--- src/design/lscps_pkg.sv ---
`default_nettype none

package lscps_pkg;

    // Q8 length fraction, relative to the integer coordinate grid
    localparam int QF = 8;

    // square-root units: 60-bit radicand, 30-bit root, one root bit per stage
    localparam int SQ_IN_W   = 60;
    localparam int SQ_OUT_W  = SQ_IN_W / 2;
    localparam int SQ_STAGES = SQ_OUT_W;

    // divider: 57-bit numerator, 29-bit divisor and quotient, one quotient bit per stage
    localparam int DIV_NUM_W  = 57;
    localparam int DIV_DEN_W  = 29;
    localparam int DIV_Q_W    = 29;
    localparam int DIV_STAGES = DIV_Q_W;

    // input regs, sqrt, numerator, divider, square, discriminant, sqrt, roots, path, output
    localparam int PIPE_DEPTH = 3 + SQ_STAGES + 1 + DIV_STAGES + 1 + 1 + SQ_STAGES + 3;

    localparam logic signed [18:0] CZ_RESET     = 19'sd1728;
    localparam logic        [17:0] RADIUS_RESET = 18'd96967;

    typedef enum logic [0:0] {
        CFG_CENTER_Z = 1'b0,
        CFG_RADIUS   = 1'b1
    } t_cfg_idx;

    // side data riding alongside the first square root
    typedef struct packed {
        logic        dot_neg;
        logic [39:0] dot_mag;
        logic [39:0] w2;
        logic        zero;
    } t_sq1_side;

    // side data riding alongside the divider
    typedef struct packed {
        logic        dot_neg;
        logic [39:0] w2;
        logic [28:0] drq;
        logic        zero;
    } t_div_side;

    // side data riding alongside the second square root
    typedef struct packed {
        logic signed [29:0] u;
        logic        [28:0] drq;
        logic               vtx_in;
        logic               spos;
        logic               zero;
    } t_sq2_side;

endpackage

`default_nettype wire

--- src/design/lscps_div.sv ---
`default_nettype none

// Pipelined restoring divider, one quotient bit per stage.
// Quotient must fit DIV_Q_W bits.
module lscps_div import lscps_pkg::*; (
    input  wire logic                 i_clk,
    input  wire logic                 i_en,
    input  wire logic [DIV_NUM_W-1:0] i_num,
    input  wire logic [DIV_DEN_W-1:0] i_den,
    output logic      [DIV_Q_W-1:0]   o_quo
);

    logic [DIV_NUM_W-1:0] r_rem [DIV_STAGES-1];
    logic [DIV_DEN_W-1:0] r_den [DIV_STAGES-1];
    logic [DIV_Q_W-1:0]   r_quo [DIV_STAGES];

    for (genvar k = 0; k < DIV_STAGES; k++) begin : g_stage
        localparam int B = DIV_STAGES - 1 - k;
        logic [DIV_NUM_W-1:0] rem_in;
        logic [DIV_DEN_W-1:0] den_in;
        logic [DIV_Q_W-1:0]   quo_in;
        logic [DIV_NUM_W-1:0] trial;
        logic                 fits;

        if (k == 0) begin : g_first
            assign rem_in = i_num;
            assign den_in = i_den;
            assign quo_in = '0;
        end else begin : g_next
            assign rem_in = r_rem[k-1];
            assign den_in = r_den[k-1];
            assign quo_in = r_quo[k-1];
        end

        assign trial = DIV_NUM_W'(den_in) << B;
        assign fits  = rem_in >= trial;

        always_ff @(posedge i_clk) begin
            if (i_en) begin
                r_quo[k] <= fits ? (quo_in | (DIV_Q_W'(1) << B)) : quo_in;
            end
        end

        if (k < DIV_STAGES - 1) begin : g_rem
            always_ff @(posedge i_clk) begin
                if (i_en) begin
                    r_rem[k] <= fits ? (rem_in - trial) : rem_in;
                    r_den[k] <= den_in;
                end
            end
        end
    end

    assign o_quo = r_quo[DIV_STAGES-1];

endmodule

`default_nettype wire

--- config.mk ---
export PLATFORM = sky130hd
export DESIGN_NAME = lscps_div
export DESIGN_NICKNAME = d
export VERILOG_FILES = /design/src/design/lscps_pkg.sv /design/src/design/lscps_div.sv
export SDC_FILE = /design/constraint.sdc
export NUM_CORES = 2
export LEC_CHECK = 0
export BUFFER_PORTS_ARGS = -buffer_cell sky130_fd_sc_hd__buf_2
export CAP_MARGIN = 15
export CORE_UTILIZATION = 62
export CTS_BUF_LIST = sky130_fd_sc_hd__clkbuf_4 sky130_fd_sc_hd__clkbuf_8
export CTS_CLUSTER_DIAMETER = 120
export DETAILED_ROUTE_END_ITERATION = 8
export HOLD_SLACK_MARGIN = 0.02
export PLACE_DENSITY_LB_ADDON = 0.1
export SYNTH_ARGS = -nofsm -noshare
export SYNTH_HDL_FRONTEND = slang
export SYNTH_SLANG_ARGS = --single-unit
--- constraint.sdc ---
create_clock -name i_clk -period 10 [get_ports i_clk]
set_clock_uncertainty 0.05 [all_clocks]
set_input_delay 2 -clock i_clk [delete_from_list [all_inputs] [get_ports i_clk]]
set_output_delay 2 -clock i_clk [all_outputs]
set_load 0.02 [all_outputs]
* Word level (Yosys, flattened, before mapping) *
Memories as Yosys holds them, arrays and structs flattened.
Cells that the tools add are included.

storage, ports and cells
  register bits = 0
  bits in writable memories = 3,249
  input port bits = 88
  output and inout bits = 29
  logic and storage cells = 119
  memories = 3

memories
  memory  depth  bits a word  read ports  clocked after memory_dff  write ports  line             text
  r_rem   28     57           28          0                         28           lscps_div.sv:13  logic [DIV_NUM_W-1:0] r_rem [DIV_STAGES-1];
  r_quo   29     29           29          0                         29           lscps_div.sv:15  logic [DIV_Q_W-1:0] r_quo [DIV_STAGES];
  r_den   28     29           28          0                         28           lscps_div.sv:14  logic [DIV_DEN_W-1:0] r_den [DIV_STAGES-1];

operators by class
  $add $sub $neg = 28
  $lt $le $gt $ge = 29
  multiplexer cells = 59

operator list
  kind                                              number
  57-bit two-way mux                                28
  57-bit by 29-bit >= comparator with 1-bit output  1
  57-bit by 30-bit >= comparator with 1-bit output  1
  57-bit by 31-bit >= comparator with 1-bit output  1
  57-bit by 32-bit >= comparator with 1-bit output  1
  57-bit by 33-bit >= comparator with 1-bit output  1
  57-bit by 34-bit >= comparator with 1-bit output  1
  57-bit by 35-bit >= comparator with 1-bit output  1
  57-bit by 36-bit >= comparator with 1-bit output  1
  57-bit by 37-bit >= comparator with 1-bit output  1
  57-bit by 38-bit >= comparator with 1-bit output  1
  57-bit by 39-bit >= comparator with 1-bit output  1
  57-bit by 40-bit >= comparator with 1-bit output  1
  57-bit by 41-bit >= comparator with 1-bit output  1
  57-bit by 42-bit >= comparator with 1-bit output  1
  57-bit by 43-bit >= comparator with 1-bit output  1
  57-bit by 44-bit >= comparator with 1-bit output  1
  57-bit by 45-bit >= comparator with 1-bit output  1
  57-bit by 46-bit >= comparator with 1-bit output  1
  57-bit by 47-bit >= comparator with 1-bit output  1
  57-bit by 48-bit >= comparator with 1-bit output  1
  57-bit by 49-bit >= comparator with 1-bit output  1
  57-bit by 50-bit >= comparator with 1-bit output  1
  57-bit by 51-bit >= comparator with 1-bit output  1
  other kinds (63)                                  65

* Longest topological paths before layout *
An unclocked memory read counts as a cell.

  depth in word-level cells = 3
  gate-level depth with buffers = 17
  mapped depth without buffers = 16

* Least setup slack after synthesis *
No wires, ideal clock.

  path kind = in2reg
  start = in i_den[10]
  end = mem r_rem[0][50] (data pin)
  library setup time = 0.260 ns
  arrival = 4.653 ns
  required time = 9.690 ns
  setup slack = 5.037 ns
  cell stages on the path = 14
  path buffers = 1
  path through = inv_1 > ha_1 > a21o_1 > a21o_1 > a21o_1 > a21oi_1 > a2bb2oi_1 > and2_1 > a21oi_1 > a21o_1 > a31o_2 > a21o_1 > clkbuf_1 > mux2_2

RTL lines
  item             line             text
  start, declared  lscps_div.sv:9   input wire logic [DIV_DEN_W-1:0] i_den,
  end, declared    lscps_div.sv:13

==> out/results.ini <==
[layout]
stdcell_count = 16528
seqCellArea_sq_mm = 0.08537
area_growth_pct = 9.135
drive_gt1_share_pct = 8.994
multi_input_area_sq_mm = 0.05781
num-fill-cells = 17366
fin_nets = 13954

[drt]
detail_route.first_pass.iterations = 8
wl_per_cell_microns = 22.51
vias_per_cell = 6.123
ant_nets = 0
wirelength_mm = 372.0
num_vias = 101204
drt_iter0_drc = 9465
drc = 4

[clock_tree]
cts_setup_buffers = 0
clk_pin_slew_ns = 0.06
cts_num_sinks = 2843
tritoncts = done
cts_buffer_depth = 4
numCtsBuffers = 464
root_buffer = clkbuf_8
postCtsHoldBufs = 0
clock_latency_ns = 1.12
cts-htree-levels = 5
cts_resized = 0

[flow_run]
max_cap_violations = 0

[floorplanning]
die_h_microns = 491.0
dieArea_sq_mm = 0.2411
die_x_microns = 491.0
start_util_pct = 62.33
num_rows = 179
ioPinCount = 117
design.core.area_sq_mm = 0.2379

[power_and_ir_drop]
power.density_mw_per_mm2 = 287.4
p_total_mw = 46.49
leakage_nw = 62.94
peakVddDrop_v = 0.0002018

[synthesis]
yosys_warnings = 0
syn_area_per_cell_sq_um = 11.70
synth_most_common_cell = edfxtp_1
syn_area_sq_mm = 0.1483
async_flop_share_pct = 0
synth_seq_cells = 2843
synth-edff-count = 2843
postSynthCellCount = 12668
synth_area_leaders = edfxtp_1, ha_1, xnor2_1
seq_area_frac_synth_pct = 57.59
ys_top_cells_by_count = edfxtp_1, inv_1, a21oi_1, nand2_1, ha_1
yosysTopAreaCellShare_pct = 57.59
synth_cell_types = 106
yosysTopAreaCell = edfxtp_1
ys.flop_type = edfxtp_1
synthesis.nets = 13625

[hold_path]
hold_path_class = reg -> reg

[global_route]
overflow = 0
grt_max_degree = 191
track_usage_pct = 30.52
grt_pass1_vias = 98925
grt_antenna_before_repair = 4
grt_pass1_wl_mm = 568.7

[sta]
relSlewSlack_pct = 25.97
slew_violations = 0
rsz0062_at_grt = false
hold_viol = 0
period_needed_ns = 4.783
setup_ws_ns = 5.217
min_period_over_period_pct = 47.83
clock.fmax_mhz = 209.1
tightestPinTransition_ns = 1.110
fin_tns_setup_ns = 0
setup_viol = 0

[run_status]
status = complete, but fails checks
violations = design-rule violations

[setup_path]
critPathRequiredTime_ns = 10.76
worst-setup-path-type = reg -> reg
startpoint_type = register
cp-end-kind = register
crit_arrival_ns = 5.54
crit_fanout = 56

[placement]
place_ws_ns = 4.386
port_buffers = 116
hpwl_mm = 281.2
dp_cells = 15697
gp_congestion = 0.9668

[where the power goes]
part | switching [mW] | total [mW] | internal [mW]
clock network | 4.63 | 10.3 | 5.69
logic | 10.3 | 17.5 | 7.17
registers | 2.05 | 18.7 | 16.6
[registers in the layout, indices dropped and copies added (netlist names)]
name,count
r_quo,435
r_rem,1596
r_den,812
[per-stage QoR]
stage | util (%) | cell area (sq um) | hold WS (ns)
finish | 68.02 | 161800 | 0.3184
global route | 68.02 | 161800 | 0.3160
CTS | 68.01 | 161800 | 0.3088
detailed placement | 64.07 | 152400 | 0.3545
global placement | 64.07 | 152400 | 0.3501
floorplan | - | 148300 | 0.3503
[critical path, stage by stage, from the launching register on]
cell and delay [ns]:
edfxtp_1 0.40, inv_1 0.07, ha_1 0.17, inv_1 0.06, fa_1 0.40, a21oi_1 0.24
o21bai_1 0.12, a2111oi_0 0.81, o2111ai_1 0.16, and3_1 0.26, a221o_1 0.37, a21oi_1 0.31
o31a_1 0.20, buf_4 0.46, mux2_2 0.40
[logic make-up (layout without fill, tap and decap cells)]
group / count (synthesis) / count (layout) / share of synthesized area [%]
compound gates: 3037 / 3037 / 12.75
simple gates: 3301 / 3301 / 11.10
fa+ha+maj: 869 / 869 / 7.476
flops: 2843 / 2843 / 57.59
other cells: 0 / 7 / 0
xor+xnor: 1047 / 1047 / 6.185
buf+inv: 1393 / 2079 / 3.566
mux: 178 / 178 / 1.340
[cell usage in the layout (no fill, tap or decap), types with 469 or more instances in the layout]
| cell type | n |
|---|---|
| edfxtp_1 | 2843 |
| inv_1 | 1077 |
| a21oi_1 | 975 |
| nand2_1 | 921 |
| ha_1 | 841 |
| nor2_1 | 771 |
| o21ai_0 | 754 |
| xnor2_1 | 578 |
| a21o_1 | 472 |
| xor2_1 | 469 |
| clkbuf_8 | 469 |
[worst paths after layout]
kind,startpoint,endpoint,slack [ns],cells past startpoint
hold / removal,r_quo[0][141],r_quo[0][170],0.32,0
setup / recovery,r_rem[0][139],r_rem[0][197],5.22,14
setup reg to reg,r_rem[0][139],r_rem[0][197],5.22,14
hold reg to reg,r_quo[0][141],r_quo[0][170],0.32,0
[per-layer routing]
metal  global-route usage (%)  routed length, microns  part of all wire [%]
met1                    37.33                  145700                    39
met2                    53.44                  186800                    50
met3                    3.940                   20430                   5.5
met4                    14.71                   19110                   5.1
met5                        0                       0                     0
[layout make-up]
type / instances / share of cell area [%]
clock inverters: 257 / 1.348
inverters: 1080 / 2.506
flip-flops and latches: 2843 / 52.77
diodes: 7 / 0.01083
multi-input cells: 8432 / 35.73
well taps: 3167 / 2.449
repair buffers: 176 / 0.7548
clock buffers: 566 / 4.440
Power figures use the tool's default switching activity.
