## config.mk

```make
export PLATFORM = sky130hd
export DESIGN_NAME = lscps_sqrt
export DESIGN_NICKNAME = d
export VERILOG_FILES = /design/src/design/lscps_pkg.sv /design/src/design/lscps_sqrt.sv
export SDC_FILE = /design/constraint.sdc
export NUM_CORES = 2
export LEC_CHECK = 0
export ABC_AREA = 1
export BUFFER_PORTS_ARGS = -buffer_cell sky130_fd_sc_hd__buf_2
export CAP_MARGIN = 20
export CELL_PAD_IN_SITES_DETAIL_PLACEMENT = 1
export CELL_PAD_IN_SITES_GLOBAL_PLACEMENT = 2
export CORE_MARGIN = 3
export CORE_UTILIZATION = 44
export DETAILED_ROUTE_END_ITERATION = 10
export PLACE_DENSITY_LB_ADDON = 0.3
export REMOVE_ABC_BUFFERS = 1
export SYNTH_ARGS = -nofsm -noshare
export SYNTH_HDL_FRONTEND = slang
export SYNTH_SLANG_ARGS = --single-unit
```

## constraint.sdc

```tcl
create_clock -name i_clk -period 4.3 [get_ports i_clk]
set_input_delay 0.86 -clock i_clk [delete_from_list [all_inputs] [get_ports i_clk]]
set_output_delay 0.86 -clock i_clk [all_outputs]
set_load 0.01 [all_outputs]
```

## src/design/lscps_pkg.sv

```systemverilog
`default_nettype none

package lscps_pkg;

    // Q8 length fraction, relative to the integer coordinate grid
    localparam int QF = 8;

    // square-root units: 60-bit radicand, 30-bit root, one root bit per stage
    localparam int SQ_IN_W   = 60;
    localparam int SQ_OUT_W  = SQ_IN_W / 2;
    localparam int SQ_STAGES = SQ_OUT_W;

    // divider: 57-bit numerator, 29-bit divisor and quotient, one quotient bit per stage
    localparam int DIV_NUM_W  = 57;
    localparam int DIV_DEN_W  = 29;
    localparam int DIV_Q_W    = 29;
    localparam int DIV_STAGES = DIV_Q_W;

    // input regs, sqrt, numerator, divider, square, discriminant, sqrt, roots, path, output
    localparam int PIPE_DEPTH = 3 + SQ_STAGES + 1 + DIV_STAGES + 1 + 1 + SQ_STAGES + 3;

    localparam logic signed [18:0] CZ_RESET     = 19'sd1728;
    localparam logic        [17:0] RADIUS_RESET = 18'd96967;

    typedef enum logic [0:0] {
        CFG_CENTER_Z = 1'b0,
        CFG_RADIUS   = 1'b1
    } t_cfg_idx;

    // side data riding alongside the first square root
    typedef struct packed {
        logic        dot_neg;
        logic [39:0] dot_mag;
        logic [39:0] w2;
        logic        zero;
    } t_sq1_side;

    // side data riding alongside the divider
    typedef struct packed {
        logic        dot_neg;
        logic [39:0] w2;
        logic [28:0] drq;
        logic        zero;
    } t_div_side;

    // side data riding alongside the second square root
    typedef struct packed {
        logic signed [29:0] u;
        logic        [28:0] drq;
        logic               vtx_in;
        logic               spos;
        logic               zero;
    } t_sq2_side;

endpackage

`default_nettype wire

```

## src/design/lscps_sqrt.sv

```systemverilog
`default_nettype none

// Pipelined integer square root, floor(sqrt(n)), one root bit per stage.
module lscps_sqrt import lscps_pkg::*; (
    input  wire logic                i_clk,
    input  wire logic                i_en,
    input  wire logic [SQ_IN_W-1:0]  i_radicand,
    output logic      [SQ_OUT_W-1:0] o_root
);

    logic [SQ_IN_W-1:0]  r_rem  [SQ_STAGES-1];
    logic [SQ_OUT_W-1:0] r_root [SQ_STAGES];

    for (genvar k = 0; k < SQ_STAGES; k++) begin : g_stage
        localparam int B = SQ_STAGES - 1 - k;
        logic [SQ_IN_W-1:0]  rem_in;
        logic [SQ_OUT_W-1:0] root_in;
        logic [SQ_IN_W:0]    trial;
        logic                fits;

        if (k == 0) begin : g_first
            assign rem_in  = i_radicand;
            assign root_in = '0;
        end else begin : g_next
            assign rem_in  = r_rem[k-1];
            assign root_in = r_root[k-1];
        end

        // (root + 2^B)^2 - root^2 = root * 2^(B+1) + 2^(2B)
        assign trial = ((SQ_IN_W+1)'(root_in) << (B + 1)) | ((SQ_IN_W+1)'(1) << (2 * B));
        assign fits  = {1'b0, rem_in} >= trial;

        always_ff @(posedge i_clk) begin
            if (i_en) begin
                r_root[k] <= fits ? (root_in | (SQ_OUT_W'(1) << B)) : root_in;
            end
        end

        if (k < SQ_STAGES - 1) begin : g_rem
            always_ff @(posedge i_clk) begin
                if (i_en) begin
                    r_rem[k] <= fits ? (rem_in - trial[SQ_IN_W-1:0]) : rem_in;
                end
            end
        end
    end

    assign o_root = r_root[SQ_STAGES-1];

endmodule

`default_nettype wire

```

* Word level (Yosys, flattened, before mapping)
Memories as Yosys holds them, arrays and structs flattened. Cells that the tools add are included.
Operators by class: add/subtract/negate cells 29, magnitude comparators 30, muxes and demuxes 61
Operator list (number):
- 60-bit 2-to-1 mux | 29
- 60-bit by 31-bit greater-or-equal comparator with 1-bit output | 1
- 60-bit by 32-bit greater-or-equal comparator with 1-bit output | 1
- 60-bit by 33-bit greater-or-equal comparator with 1-bit output | 1
- 60-bit by 34-bit greater-or-equal comparator with 1-bit output | 1
- 60-bit by 35-bit greater-or-equal comparator with 1-bit output | 1
- 60-bit by 36-bit greater-or-equal comparator with 1-bit output | 1
- 60-bit by 37-bit greater-or-equal comparator with 1-bit output | 1
- 60-bit by 38-bit greater-or-equal comparator with 1-bit output | 1
- 60-bit by 39-bit greater-or-equal comparator with 1-bit output | 1
- 60-bit by 40-bit greater-or-equal comparator with 1-bit output | 1
- 60-bit by 41-bit greater-or-equal comparator with 1-bit output | 1
- 60-bit by 42-bit greater-or-equal comparator with 1-bit output | 1
- 60-bit by 43-bit greater-or-equal comparator with 1-bit output | 1
- 60-bit by 44-bit greater-or-equal comparator with 1-bit output | 1
- 60-bit by 45-bit greater-or-equal comparator with 1-bit output | 1
- 60-bit by 46-bit greater-or-equal comparator with 1-bit output | 1
- 60-bit by 47-bit greater-or-equal comparator with 1-bit output | 1
- 60-bit by 48-bit greater-or-equal comparator with 1-bit output | 1
- 60-bit by 49-bit greater-or-equal comparator with 1-bit output | 1
- 60-bit by 50-bit greater-or-equal comparator with 1-bit output | 1
- 60-bit by 51-bit greater-or-equal comparator with 1-bit output | 1
- 60-bit by 52-bit greater-or-equal comparator with 1-bit output | 1
- 60-bit by 53-bit greater-or-equal comparator with 1-bit output | 1
- other kinds (66) | 68
Word-level totals: flip-flop bits (word level) 0, bits in writable memories 2640, input bits 62, output and inout bits 30, logic and storage cells 122, memories 2
Memory list:
- r_rem | depth 29, width 60, rd ports 29, clocked after memory_dff 0, write ports 29, line lscps_sqrt.sv:11 | logic [SQ_IN_W-1:0] r_rem [SQ_STAGES-1];
- r_root | depth 30, width 30, rd ports 30, clocked after memory_dff 0, write ports 30, line lscps_sqrt.sv:12 | logic [SQ_OUT_W-1:0] r_root [SQ_STAGES];

* Longest topological paths before layout
An unclocked memory read counts as a cell.
depth in word-level cells 3, gate-level depth with buffers 17, depth with buffers taken out 16

* Worst setup path before layout
Ideal clock, no wire load.
path kind register to register, start memory r_rem[6][47], end memory r_rem[7][52], data pin, library setup time 0.252 ns, data arrival time 1.946 ns, data required time 4.048 ns, path slack 2.102 ns, cell stages (with the launch flop) 11, buffers on the path 1, clock period less this slack 2.198 ns, path through edfxtp_1 ha_1 a21oi_1 o21ai_1 nand2_1 nand2_1 a211oi_4 nand2_2 buf_6 nand2_1 nand2_1
RTL lines (line):
- from (decl) | lscps_sqrt.sv:11

==> impl_metrics.ini <==
[critical_path]
critPathRequiredTime_ns = 4.87
path_max_fanout = 50
criticalPathCategory = reg2reg
critPathCaptureType = register
arrival_ns = 4.48
worst-r2r-setup-slack_ns = 0.39
start_kind = register

[sta]
worst_pin_slew_ns = 1.08
fin_crit_sh = 0.910
hold_violations = 0
rsz0062_at_grt = no
tns_ns = 0
period_minus_slack_ns = 3.91
slew_violations = 0
skew_ns = 0.135
hold_ws_ns = 0.0562
fmaxAchievable_mhz = 256
slew_headroom = 0.275
final-setup-viol-count = 0

[global_route]
antenna_found_initial = 38
grt-ovfl-total = 0
grt.total_usage = 0.343
grt_pass1_wl_um = 741000
grt_pass1_vias = 109000
grt_max_degree = 136

[placement]
io_buffers = 91
dp.cells = 18600
gp_congestion = 0.989
dpl-instance-area_um2 = 132000
hpwl_um = 412000

[power]
total_power_uw = 73200
ir_drop_mv = 0.476
p_per_area_nw_per_um2 = 522
leakagePower_uw = 0.0606

[drt]
routed_wl_um = 515000
drc = 0
drt_iter0_drc = 10800
routedWlPerCell_um = 27.0
viasPerCell = 5.63
antenna_left = 0
vias = 107000
dr.pass1.iters = 6

[final_layout]
layout-drive-gt1-share = 0.0578
syn_to_final_growth_pct = 11.2
post-route-cell-area_um2 = 140000
layoutNonFillerInstCount = 19100
fin_nets = 15700

[clocking]
clk_pin_slew_ns = 0.08
cts-root-buf = clkbuf_16
insertion_delay_ns = 1.02
htreeDepth = 4
post_cts_resized = 0
cts_hold_buf = 36
cts_tree = built
clock-sinks = 2205
cts_max_path_buffers = 4
postCtsSetupBuffers = 0
cts_buffers = 244

[synth]
async_flop_share = 0
syn_avg_cell_area_um2 = 8.54
synth-edff-count = 2205
synth_seq_cells = 2205
synth_cell_types = 59
yosysTopAreaCellShare = 0.525
netlist_area_um2 = 126000
netlist_instances = 14800
yosysSeqAreaShare = 0.525
yosysWarnings = 0
netlist_top_cells_area = edfxtp_1 (53%), nand2_1 (14%), inv_1 (6.7%)
yosys.area.top_type = edfxtp_1
ys.flop_type = edfxtp_1

[outcome]
status = finished clean

[floorplanning]
coreArea_um2 = 284000
ios = 92
die_x_um = 541
rows = 195
die_area_um2 = 293000
fp.dieH_um = 541
initial_core_util = 0.444

[job]
cap_viol_max_count = 0

[worst_hold_path]
hp-class = in2reg
layout by cell type, fill, tap and decap left out, types with 93 or more instances in the layout:
cell type and n:
nor2_1 1641, a21oi_1 581, nand4_1 278, nand3_1 770, nor3_1 177, buf_4 93, ha_1 493, xor2_1 199
inv_1 2260, nand3b_1 120, nand2_1 4598, a21oi_2 108, xnor2_1 226, nor4_1 162, o21ai_0 419, clkbuf_16 244
edfxtp_1 2205
power by group:
part	switching (uW)	internal, uW	total (uW)
combinational	14300	6020	20300
sequential	3460	27300	30800
clock	9570	12600	22100
final timing paths:
kind	start	to	cells after the start
max	r_root[18][27]	r_rem[19][23]	12
min	i_radicand[12]	r_rem[0][12]	1
max reg2reg	r_root[18][27]	r_rem[19][23]	12
min reg2reg	r_rem[8][24]	r_rem[9][24]	0
synth_stat cells, types with 4 or more instances:
library cell / number
a21o_1: 23
buf_6: 39
a21boi_0: 23
o21ai_1: 70
and2_1: 18
a21oi_2: 108
nand3_2: 10
a21oi_1: 581
nand3b_1: 120
inv_1: 2261
buf_2: 49
nand2_1: 4598
nor3b_1: 15
o21bai_1: 37
o21ai_2: 37
clkbuf_1: 7
edfxtp_1: 2205
nor3_2: 5
nand2_2: 18
o21ai_0: 419
and3_1: 4
inv_2: 12
nor3_1: 177
buf_4: 21
o211ai_1: 10
nand4_1: 278
nand3_1: 771
nor4_1: 163
ha_1: 493
or2_2: 41
xor2_1: 199
nor2_4: 4
xnor2_1: 226
nand2_4: 5
nor2_2: 37
nor2_1: 1642
o21a_1: 12
per-stage QoR:
step | worst slack [ns] | utilization
after floorplan | 0.684 | -
after CTS | 0.644 | 0.494
final | 0.389 | 0.494
after global routing | 0.202 | 0.494
after detailed placement | 0.683 | 0.464
after global placement | 0.599 | 0.464
layout make-up:
class | count | area (um^2)
Inverter | 2276 | 8550
Tap cell | 3743 | 4680
Antenna cell | 6 | 15.0
Multi-Input combinational cell | 10200 | 50500
Sequential cell | 2205 | 66200
Clock buffer | 269 | 6200
Timing Repair Buffer | 248 | 2070
Clock inverter | 175 | 2040
Fill cell | 33400 | 143000
sequential cells by signal, summed over array words and instances (netlist names):
signal and count:
r_root 465, r_rem 1740
kinds of logic after synthesis:
| family | count (synthesis) | synth area share |
|---|---|---|
| flip-flops | 2205 | 0.525 |
| adder cells (fa/ha/maj) | 493 | 0.0489 |
| AO/OA/AOI/OAI | 1337 | 0.0602 |
| AND/OR/NAND/NOR | 7912 | 0.261 |
| XOR/XNOR | 425 | 0.0295 |
| buffers and inverters | 2393 | 0.0748 |
worst max-delay path: stages (launching register included):
cell and delay [ns]:
edfxtp_1 0.70, inv_1 0.10, ha_1 0.39, nand2_1 0.13, nor2_1 0.20, nand2_1 0.15
nor3_1 0.21, nand3_1 0.11, nand2_1 0.09, inv_1 0.04, nand2_1 0.09, inv_2 0.35
o21ai_0 0.99
layer usage:
metal  track usage  wire, um
met1         0.486    225000
met2         0.529    225000
met3        0.0568     42000
met4         0.127     22200
met5             0       103
Power figures use the tool's default switching activity.
